===== config.mk =====
export PLATFORM = sky130hd
export DESIGN_NAME = mb_fifo
export DESIGN_NICKNAME = d
export VERILOG_FILES = /design/src/sv/mb_fifo.sv
export SDC_FILE = /design/constraint.sdc
export NUM_CORES = 1
export LEC_CHECK = 0
export BUFFER_PORTS_ARGS = -buffer_cell sky130_fd_sc_hd__buf_2
export CAP_MARGIN = 20
export CORE_ASPECT_RATIO = 1.5
export CORE_UTILIZATION = 31
export DETAILED_ROUTE_END_ITERATION = 7
export HOLD_SLACK_MARGIN = 0.15
export MAX_ROUTING_LAYER = met4
export PLACE_DENSITY = 0.53
export SLEW_MARGIN = 10
export SYNTH_ARGS = -nofsm -noshare
export SYNTH_HDL_FRONTEND = slang
export SYNTH_SLANG_ARGS = --single-unit

===== constraint.sdc =====
create_clock -name clk -period 6.8 [get_ports clk]
set_clock_uncertainty 0.1 [all_clocks]
set_input_delay 1.36 -clock clk [delete_from_list [all_inputs] [get_ports clk]]
set_output_delay 1.36 -clock clk [all_outputs]
set_load 0.01 [all_outputs]

===== src/sv/mb_fifo.sv =====
// Small register queue between the coordinate front end and the iterating back end.
// No dependencies.
module mb_fifo #(
  parameter int WIDTH = 112,
  parameter int DEPTH = 2
) (
  input  logic             clk,
  input  logic             rst,
  input  logic             push,
  input  logic [WIDTH-1:0] push_data,
  input  logic             pop,
  output logic [WIDTH-1:0] pop_data,
  output logic             full,
  output logic             empty
);
  localparam int AW = (DEPTH > 1) ? $clog2(DEPTH) : 1;
  localparam int CW = $clog2(DEPTH + 1);

  logic [WIDTH-1:0] mem [DEPTH];
  logic [AW-1:0]    wptr;
  logic [AW-1:0]    rptr;
  logic [CW-1:0]    fill;

  assign full     = fill == CW'(DEPTH);
  assign empty    = fill == '0;
  assign pop_data = mem[rptr];

  always_ff @(posedge clk) begin
    if (rst) begin
      wptr <= '0;
      rptr <= '0;
      fill <= '0;
    end else begin
      if (push) begin
        wptr <= (wptr == AW'(DEPTH - 1)) ? '0 : wptr + AW'(1);
      end
      if (pop) begin
        rptr <= (rptr == AW'(DEPTH - 1)) ? '0 : rptr + AW'(1);
      end
      if (push && !pop) begin
        fill <= fill + CW'(1);
      end else if (pop && !push) begin
        fill <= fill - CW'(1);
      end
    end
  end

  always_ff @(posedge clk) begin
    if (push) begin
      mem[wptr] <= push_data;
    end
  end
endmodule


==> impl_metrics.ini <==
[outcome]
status = complete, no violations

[route]
drc_errors = 0
viasPerCell = 4.38
antenna_left = 0
wl_um = 16400
wl_per_cell_um = 17.0
dr.pass1.iters = 4
vias = 4224
drt_iter0_drc = 128

[sta]
timing.final.crit_share = 0.611
min_period_ns = 4.15
maxSlewViolCount = 0
finalHoldViolCount = 0
rsz0062_at_grt = false
max_freq_mhz = 241
tightest_slew_ns = 1.02
setup_slack_ns = 2.65
tns_ns = 0
finalSetupViolations = 0
max_slew_margin = 0.322

[clocking]
cts_buffer_depth = 3
ctsHoldBuffers = 0
cts_max_level = 1
cts_tree = built
path_clk_slew_ns = 0.06
root_buffer = clkbuf_16
clock_sinks = 229
cts_buffers = 22
cts_resized = 0
clkLatencyLatePin_ns = 0.49
post_cts_buffers = 0

[placement]
preCtsSetupSlack_ns = 3.05
gp_congestion = 0.688
port_buffers = 229
dpl.hpwl_um = 10600

[run]
maxCapViolations = 0

[global_routing]
antenna_found_initial = 2
grt_overflow = 0
grt_max_degree = 89
grt_use_total = 0.120
grt_pass1_wl_um = 24500
grt_pass1_vias = 4667

[logic_synthesis]
yosysWarningCount = 0
synthesis.area_um2 = 8310
seq_area_frac_synth = 0.822
syn_avg_cell_area_um2 = 22.4
syn-num-nets = 487
syn-instance-count = 370
synth.distinct_cells = 16
ys_ff_latch = 229

[worst_setup_path]
end_kind = output pin
crit_arrival_ns = 2.69
cpPeakStageDelay_ns = 1.01
r2r-end = mem[1][14]
timing.rr.start = wptr
critPathRequiredTime_ns = 5.34
rr_worst_depth = 2
cp_slowest_cell = dfxtp_4
worstSetupStartpointType = flip-flop
worstPathCellList = buf_4 > mux2_2 > buf_2
r2r_setup_slack_ns = 4.35
cp_max_fo = 72
critPathKind = reg -> out

[layout]
syn_to_final_growth_pct = 25.7
nFillCells = 2432
nets = 731
drive_gt1_frac = 0.594

[die]
rows = 73
die_h_um = 202
die_area_um2 = 27500
start_util = 0.315
die_w_um = 136
core_um2 = 26400
ios = 230

[pwr]
leakage_nw = 3.84
power_density_nw_per_um2 = 295
ir_drop_mv = 0.192

[hold_path]
hp-start = rptr
hold_path.class = reg -> reg
whs_path_depth = 2
## cell type report
type	instances	area [µm²]	area share
flip-flops and latches	229	6830	0.654
clock buffers	30	602	0.0577
multi-input cells	128	1370	0.132
clock inverters	5	20.0	0.00192
repair buffers	232	1180	0.113
diodes	2	5.00	0.000480
inverters	1	3.75	0.000360
well taps	337	422	0.0404
## routing by layer
layer,global-route usage,wire length (µm)
met1,0.119,5890
met2,0.222,8940
met3,0.0342,1250
met4,0.0333,273
met5,-,0
## power breakdown
part	leakage (nW)	switching, W	internal, W
clock network	0.302	0.000469	0.000612
logic	1.40	0.000164	0.000153
registers	2.14	0.0000361	0.00165
total	3.84	0.000670	0.00241
## registers in the layout, indices dropped and copies added (netlist names), named ones only
| name | cells |
|---|---|
| fill | 2 |
| rptr | 1 |
| wptr | 1 |
| mem | 224 |
## synth_stat cells, drive strengths merged
cell / instances / share of area
or3: 1 / 0.00075
edfxtp: 224 / 0.81
xor2: 2 / 0.0021
nor2b: 2 / 0.0015
ha: 1 / 0.0015
inv: 1 / 0.00045
xnor2: 2 / 0.0021
dfxtp: 5 / 0.012
buf: 12 / 0.014
and2: 1 / 0.00075
a21oi: 1 / 0.00060
nor2: 5 / 0.0023
mux2: 112 / 0.15
o21ai: 1 / 0.00060
## kinds of logic after synthesis
group,count (synthesis),share of synthesized area
XOR/XNOR,4,0.00422
buffers and inverters,13,0.0140
AO/OA/AOI/OAI,2,0.00120
AND/OR/NAND/NOR,9,0.00527
flip-flops,229,0.822
adder cells (fa/ha/maj),1,0.00151
multiplexers,112,0.152
## cells in the final DEF (no fill, tap or decap)
master | netlist | final
ha_1 | 1 | 1
buf_2 | 3 | 229
diode_2 | 0 | 2
nor2_1 | 5 | 5
clkbuf_16 | 0 | 23
nor2b_1 | 2 | 1
or3_1 | 1 | 1
xnor2_1 | 2 | 2
clkbuf_1 | 0 | 7
buf_4 | 1 | 2
a21oi_1 | 1 | 1
dfxtp_1 | 5 | 4
clkinv_2 | 0 | 1
clkinv_1 | 0 | 4
mux2_2 | 112 | 112
buf_12 | 0 | 1
inv_1 | 1 | 1
nor2b_4 | 0 | 1
dfxtp_4 | 0 | 1
edfxtp_1 | 224 | 224
xor2_1 | 2 | 2
and2_4 | 0 | 1
o21ai_0 | 1 | 1
## per-stage QoR
stage          hold WS (ns)  std cells  instance area (µm²)  power [W]  utilization
2_1_floorplan         0.361        370                 8310    0.00189            -
3_3_place_gp          0.377        927                 9810    0.00203        0.372
3_5_place_dp          0.401        927                 9810    0.00204        0.372
4_1_cts               0.426        962                10400    0.00314        0.395
5_1_grt               0.460        964                10400    0.00322        0.395
6_report              0.438        964                10400    0.00308        0.395
## worst max-delay path: cells and delay by family, from the launching register on
kind                   cells  cell delay (ns)
muxes                      1             0.40
DFF                        1             1.01
buffers and inverters      2             0.76
## worst max-delay path by stage
stage | start | end | depth (start not counted)
final | flip-flop | pop_data[83] | 3
after global routing | flip-flop | pop_data[84] | 3
after CTS | flip-flop | pop_data[0] | 3
after detailed placement | flip-flop | pop_data[0] | 3
after floorplan | push | mem[0][0] | 1
after global placement | flip-flop | pop_data[0] | 3
No activity file was read; power rests on OpenSTA's default activity.
