`src/sv/mb_pkg.sv`:
```
// Shared types and constants of the Mandelbrot escape-time pixel block.
// Used by all modules except mb_div and mb_fifo; no dependencies.
package mb_pkg;

  typedef struct packed {
    logic [11:0] column;
    logic [11:0] pixel_row;
  } pixel_t;

  typedef struct packed {
    logic [11:0] column_out;
    logic [11:0] row_out;
    logic [7:0]  iteration_count;
    logic [7:0]  shade;
  } result_t;

  typedef struct packed {
    logic [12:0] region_width;
    logic [12:0] region_height;
    logic [7:0]  iteration_limit;
  } cfg_t;

  typedef enum logic [1:0] {
    REG_WIDTH  = 2'd0,
    REG_HEIGHT = 2'd1,
    REG_LIMIT  = 2'd2
  } cfg_index_t;

  localparam logic [12:0] RESET_WIDTH  = 13'd640;
  localparam logic [12:0] RESET_HEIGHT = 13'd480;
  localparam logic [7:0]  RESET_LIMIT  = 8'd48;

  typedef enum logic [2:0] {
    F_IDLE,
    F_STA,
    F_DIVA,
    F_STB,
    F_DIVB,
    F_PUSH
  } front_state_t;

  typedef enum logic [2:0] {
    B_IDLE,
    B_MUL,
    B_UPD,
    B_SSTART,
    B_SWAIT,
    B_OUT
  } back_state_t;

endpackage

```
`src/sv/mb_div.sv`:
```
// Restoring serial divider, one quotient bit per cycle.
// No dependencies; used by the front end and the back end.
module mb_div #(
  parameter int NW = 42,
  parameter int DW = 13
) (
  input  logic          clk,
  input  logic          rst,
  input  logic          start,
  input  logic [NW-1:0] num,
  input  logic [DW-1:0] den,
  output logic          done,
  output logic [NW-1:0] quot
);
  localparam int CW = $clog2(NW + 1);

  logic [DW-1:0] rem;
  logic [DW-1:0] den_r;
  logic [CW-1:0] cnt;
  logic          busy;
  logic [DW:0]   trial;
  logic          fits;

  assign trial = {rem, quot[NW-1]};
  assign fits  = trial >= {1'b0, den_r};

  always_ff @(posedge clk) begin
    if (rst) begin
      busy <= 1'b0;
      done <= 1'b0;
      cnt  <= '0;
    end else begin
      done <= 1'b0;
      if (start) begin
        busy <= 1'b1;
        cnt  <= CW'(NW);
      end else if (busy) begin
        cnt <= cnt - CW'(1);
        if (cnt == CW'(1)) begin
          busy <= 1'b0;
          done <= 1'b1;
        end
      end
    end
  end

  always_ff @(posedge clk) begin
    if (start) begin
      quot  <= num;
      rem   <= '0;
      den_r <= den;
    end else if (busy) begin
      if (fits) begin
        rem <= DW'(trial - {1'b0, den_r});
      end else begin
        rem <= trial[DW-1:0];
      end
      quot <= {quot[NW-2:0], fits};
    end
  end
endmodule

```
`src/sv/mb_front.sv`:
```
// Front end: maps each accepted pixel to the point c with one reused serial divider.
// Depends on mb_pkg and mb_div.
module mb_front #(
  parameter int FRAC_BITS = 28,
  parameter int MAX_DIM   = 4096
) (
  input  logic                     clk,
  input  logic                     rst,
  input  logic                     in_valid,
  output logic                     in_stall,
  input  mb_pkg::pixel_t           in_data,
  input  mb_pkg::cfg_t             cfg,
  input  logic                     q_full,
  output logic                     push,
  output logic [24+2*(FRAC_BITS+16)-1:0] push_data
);
  localparam int W  = FRAC_BITS + 16;
  localparam int NW = FRAC_BITS + 14;
  localparam int DW = $clog2(MAX_DIM + 1);

  mb_pkg::front_state_t state, state_next;

  logic [11:0]         col;
  logic [11:0]         row;
  logic signed [W-1:0] a;
  logic signed [W-1:0] b;
  logic [DW-1:0]       wc;
  logic [DW-1:0]       hc;
  logic [13:0]         col3;
  logic                div_start;
  logic [NW-1:0]       div_num;
  logic [DW-1:0]       div_den;
  logic                div_done;
  logic [NW-1:0]       div_quot;

  // Zero dimensions count as one, oversized ones as the largest supported.
  always_comb begin
    if (cfg.region_width == '0) begin
      wc = DW'(1);
    end else if (int'(cfg.region_width) > MAX_DIM) begin
      wc = DW'(MAX_DIM);
    end else begin
      wc = DW'(cfg.region_width);
    end
    if (cfg.region_height == '0) begin
      hc = DW'(1);
    end else if (int'(cfg.region_height) > MAX_DIM) begin
      hc = DW'(MAX_DIM);
    end else begin
      hc = DW'(cfg.region_height);
    end
  end

  assign col3 = {2'b00, col} + {1'b0, col, 1'b0};

  always_comb begin
    state_next = state;
    case (state)
      mb_pkg::F_IDLE: if (in_valid) state_next = mb_pkg::F_STA;
      mb_pkg::F_STA:  state_next = mb_pkg::F_DIVA;
      mb_pkg::F_DIVA: if (div_done) state_next = mb_pkg::F_STB;
      mb_pkg::F_STB:  state_next = mb_pkg::F_DIVB;
      mb_pkg::F_DIVB: if (div_done) state_next = mb_pkg::F_PUSH;
      mb_pkg::F_PUSH: if (!q_full) state_next = mb_pkg::F_IDLE;
      default: state_next = mb_pkg::F_IDLE;
    endcase
  end

  always_comb begin
    in_stall  = state != mb_pkg::F_IDLE;
    div_start = 1'b0;
    div_num   = {col3, FRAC_BITS'(0)};
    div_den   = wc;
    push      = 1'b0;
    case (state)
      mb_pkg::F_STA: div_start = 1'b1;
      mb_pkg::F_STB: begin
        div_start = 1'b1;
        div_num   = {1'b0, row, 1'b0, FRAC_BITS'(0)};
        div_den   = hc;
      end
      mb_pkg::F_PUSH: push = !q_full;
      default: ;
    endcase
  end

  always_ff @(posedge clk) begin
    if (rst) begin
      state <= mb_pkg::F_IDLE;
    end else begin
      state <= state_next;
    end
  end

  always_ff @(posedge clk) begin
    if (state == mb_pkg::F_IDLE && in_valid) begin
      col <= in_data.column;
      row <= in_data.pixel_row;
    end
    if (state == mb_pkg::F_DIVA && div_done) begin
      a <= $signed(W'(div_quot)) - $signed(W'(2) << FRAC_BITS);
    end
    if (state == mb_pkg::F_DIVB && div_done) begin
      b <= $signed(W'(1) << FRAC_BITS) - $signed(W'(div_quot));
    end
  end

  assign push_data = {col, row, a, b};

  mb_div #(.NW(NW), .DW(DW)) u_div (
    .clk   (clk),
    .rst   (rst),
    .start (div_start),
    .num   (div_num),
    .den   (div_den),
    .done  (div_done),
    .quot  (div_quot)
  );
endmodule

```
`config.mk`:
```
export PLATFORM = sky130hd
export DESIGN_NAME = mb_front
export DESIGN_NICKNAME = d
export VERILOG_FILES = /design/src/sv/mb_pkg.sv /design/src/sv/mb_div.sv /design/src/sv/mb_front.sv
export SDC_FILE = /design/constraint.sdc
export NUM_CORES = 1
export LEC_CHECK = 0
export ABC_AREA = 1
export BUFFER_PORTS_ARGS = -buffer_cell sky130_fd_sc_hd__buf_4
export CAP_MARGIN = 5
export CORE_MARGIN = 4
export CORE_UTILIZATION = 42
export DETAILED_ROUTE_END_ITERATION = 10
export SYNTH_ARGS = -nofsm -noshare
export SYNTH_HDL_FRONTEND = slang
export SYNTH_SLANG_ARGS = --single-unit
export TNS_END_PERCENT = 1
```
`constraint.sdc`:
```
create_clock -name clk -period 3.95 [get_ports clk]
set_clock_uncertainty 0.05 [all_clocks]
set_input_delay 0.1975 -clock clk [delete_from_list [all_inputs] [get_ports clk]]
set_output_delay 0.1975 -clock clk [all_outputs]
set_load 0.01 [all_outputs]
```
==> flow_summary_export.csv <==
group,metric,value,unit
status,status,"complete, no violations",
pwr,p_per_area,683.9,nW/um^2
sta,fin_crit_sh,62.10,%
pwr,peakVddDrop,375.4,uV
floorplanning,start_util,42.71,%
cts,cts.sinks,189,
placed_design,place_congestion,0.9060,
cells_and_area,final_cell_mix,"nand2_1, buf_4, edfxtp_1, inv_1, nor2_1",
sta,setup-violations-final,0,
drt,dr.pass1.iters,5,
drt,initialDrtViolationCount,441,
setup_path,crit_fanout,16,
synth,synth-seq-cells,189,
drt,vias_per_cell,4.918,
synth,synth-seq-area-share,56.21,%
cells_and_area,stdcell_count,1505,
global_route,grt-busiest-layer,"met2",
global_route,antenna_found_initial,0,
drt,route.detailed.drc,0,
sta,setup-tns-final,0,ns
setup_path,end_kind,"register",
setup_path,r2r_setup_slack,1.50,ns
drt,wirelength,23880,microns
synth,async_reset_ff_share,0,%
floorplanning,fp-row-count,55,
floorplanning,core,22640,sq um
cts,cts_tree,"built",
cts,clk_latency,0.44,ns
synth,synth_ff_type,"edfxtp_1",
drt,route.antenna.remaining_nets,0,
floorplanning,die_w,159.7,microns
synth,synth_enable_flop_cells,165,
global_route,use_met2,30.75,%
global_route,grt_use_total,18.77,%
synth,netlist_area,9669,sq um
drt,vias,7401,
setup_path,required,4.10,ns
global_route,grt_util_met3,4.103,%
global_route,grt_first_pass_wirelength,38220,microns
synth,yosysUniqueCellTypes,45,
global_route,grt_pass1_vias,7297,
hold_path,min_path_type,"in -> reg",
sta,maxSlewHeadroom,25.44,%
cts,cts_resized,0,
sta,clock.fmax,407.7,MHz
cells_and_area,final_util,53.54,%
setup_path,reg2reg_depth,10,
cts,clockRootBuffer,"clkbuf_16",
setup_path,path_class,"reg -> reg",
setup_path,cp-start-kind,"register",
pwr,p_leak,5.211,nW
hold_path,hold_end,"u_div.den_r[8]$_DFFE_PN_",
synth,syn_inst,1006,
cts,cts_buffers,17,
floorplanning,die_h,159.7,microns
setup_path,arrival,2.60,ns
placed_design,placed_cells,1448,
cells_and_area,drive_gt1_share,21.07,%
sta,drv_slew,0,
cells_and_area,antenna_cells,0,
floorplanning,ios,176,
floorplanning,die_area,25510,sq um
cts,clockBufferDepth,2,
hold_path,holdPathStages,3,
setup_path,r2r-start,"u_div.quot[41]$_DFFE_PP_",
placed_design,hpwl,18090,microns
global_route,use_met1,25.40,%
sta,rsz0062_at_grt,"no",
sta,period_minus_slack,2.453,ns
setup_path,timing.rr.end,"u_div.quot[0]$_SDFFCE_PN0P_",
cells_and_area,area_delta_synth_final,25.36,%
drt,wire_per_inst,15.87,microns
sta,hold_violations,0,
cts,h-tree-depth,4,
job,cap_violations,0,
synth,syn_area_per_cell,9.612,sq um
hold_path,worstHoldStart,"cfg[16]",
global_route,grt_max_degree,51,
sta,tightest_slew,1.117,ns
cells_and_area,fin_nets,1301,
synth,synth_fp_nets,1100,
global_route,overflow,0,
placed_design,io_buffer_count,167,
synth,yosysWarnings,0,
cts,cts.clk_slew.worst_paths,0.07,ns
cells_and_area,mostFrequentLayoutCell,"nand2_1",
## cells in the mapped netlist, drive strengths merged (8+ instances only)
master	count	share of area [%]
xnor2	8	0.72
dfxtp	24	5.0
nor3	16	1.2
o21ai	24	1.3
nor2	115	5.1
buf	12	0.78
nand4	32	2.1
nand2	215	8.5
ha	30	3.9
xor2	45	4.1
inv	170	6.6
a21oi	20	1.2
edfxtp	165	51
nand3	92	5.4
## area by class of cell
class	instances	area (sq um)
timing repair buffer	198	1549
clock buffer	17	425.4
multi-input combinational	631	3528
fill	2007	10520
clock inverter	15	188.9
sequential	189	5435
tap	285	356.6
inverter	170	638.1
## critical path, stage by stage, from the launching register on
cell,delay (ns)
edfxtp_1,0.42
inv_1,0.16
ha_1,0.16
inv_1,0.07
fa_1,0.46
nand2_1,0.11
nand3_2,0.09
nand2_2,0.25
nand3_4,0.26
nand2_1,0.13
inv_1,0.05
## through the flow
| step | instance area, sq um | setup WS, ns | power [mW] | hold slack [ns] |
|---|---|---|---|---|
| finish | 12120 | 1.497 | 8.290 | 0.02126 |
| global route | 12120 | 1.292 | 8.919 | 0.02263 |
| CTS | 12120 | 1.488 | 8.344 | 0.005261 |
| detailed placement | 11260 | 1.496 | 6.552 | 0.3268 |
| global placement | 11260 | 1.533 | 6.502 | 0.3262 |
| floorplan | 9669 | 0.9701 | 5.609 | 0.2166 |
## state kept, by name, indices dropped and copies added, names as in the netlist
register / count
row: 12
u_div.rem: 13
u_div.den_r: 13
state: 3
u_div.cnt: 6
a: 43
b: 43
u_div.busy: 1
col: 12
u_div.quot: 42
u_div.done: 1
## kinds of logic (layout without fill, tap and decap cells)
group,after synthesis,count (layout),share of synthesized area [%]
fa+ha+maj,32,32,4.296
xor+xnor,53,53,4.801
flops,189,189,56.21
simple gates,480,480,22.90
compound gates,66,66,4.258
buf+inv,186,400,7.531
## worst max path at each step
stage | from | to | slack, ns | depth (start not counted)
CTS | u_div.quot[41]$_DFFE_PP_ | u_div.quot[0]$_SDFFCE_PN0P_ | 1.49 | 10
global placement | u_div.quot[41]$_DFFE_PP_ | u_div.quot[0]$_SDFFCE_PN0P_ | 1.53 | 10
global route | u_div.quot[41]$_DFFE_PP_ | u_div.rem[2]$_SDFFE_PN0P_ | 1.29 | 11
detailed placement | u_div.quot[41]$_DFFE_PP_ | u_div.quot[0]$_SDFFCE_PN0P_ | 1.50 | 10
finish | u_div.quot[41]$_DFFE_PP_ | u_div.quot[0]$_SDFFCE_PN0P_ | 1.50 | 10
floorplan | state[1]$_SDFFE_PP0P_ | b[0]$_DFFE_PP_ | 0.97 | 3
## repair_timing
item | in CTS | in global routing
hold buffers | 25 | 0
endpoints found under the hold margin | 29 | 0
setup buffers | 0 | 0
## power by group
part / switching [mW] / total (mW) / internal [mW]
Clock: 0.850 / 1.77 / 0.917
Combinational: 1.99 / 3.08 / 1.09
Sequential: 0.485 / 3.44 / 2.96
## layer usage
| layer | vias to the layer above | share of wire [%] |
|---|---|---|
| met5 | - | 0 |
| met4 | 0 | 1.4 |
| met3 | 23 | 6.1 |
| met2 | 191 | 47 |
| met1 | 3432 | 46 |
| li1 | 3755 | - |
No activity file was read; power rests on OpenSTA's default activity.
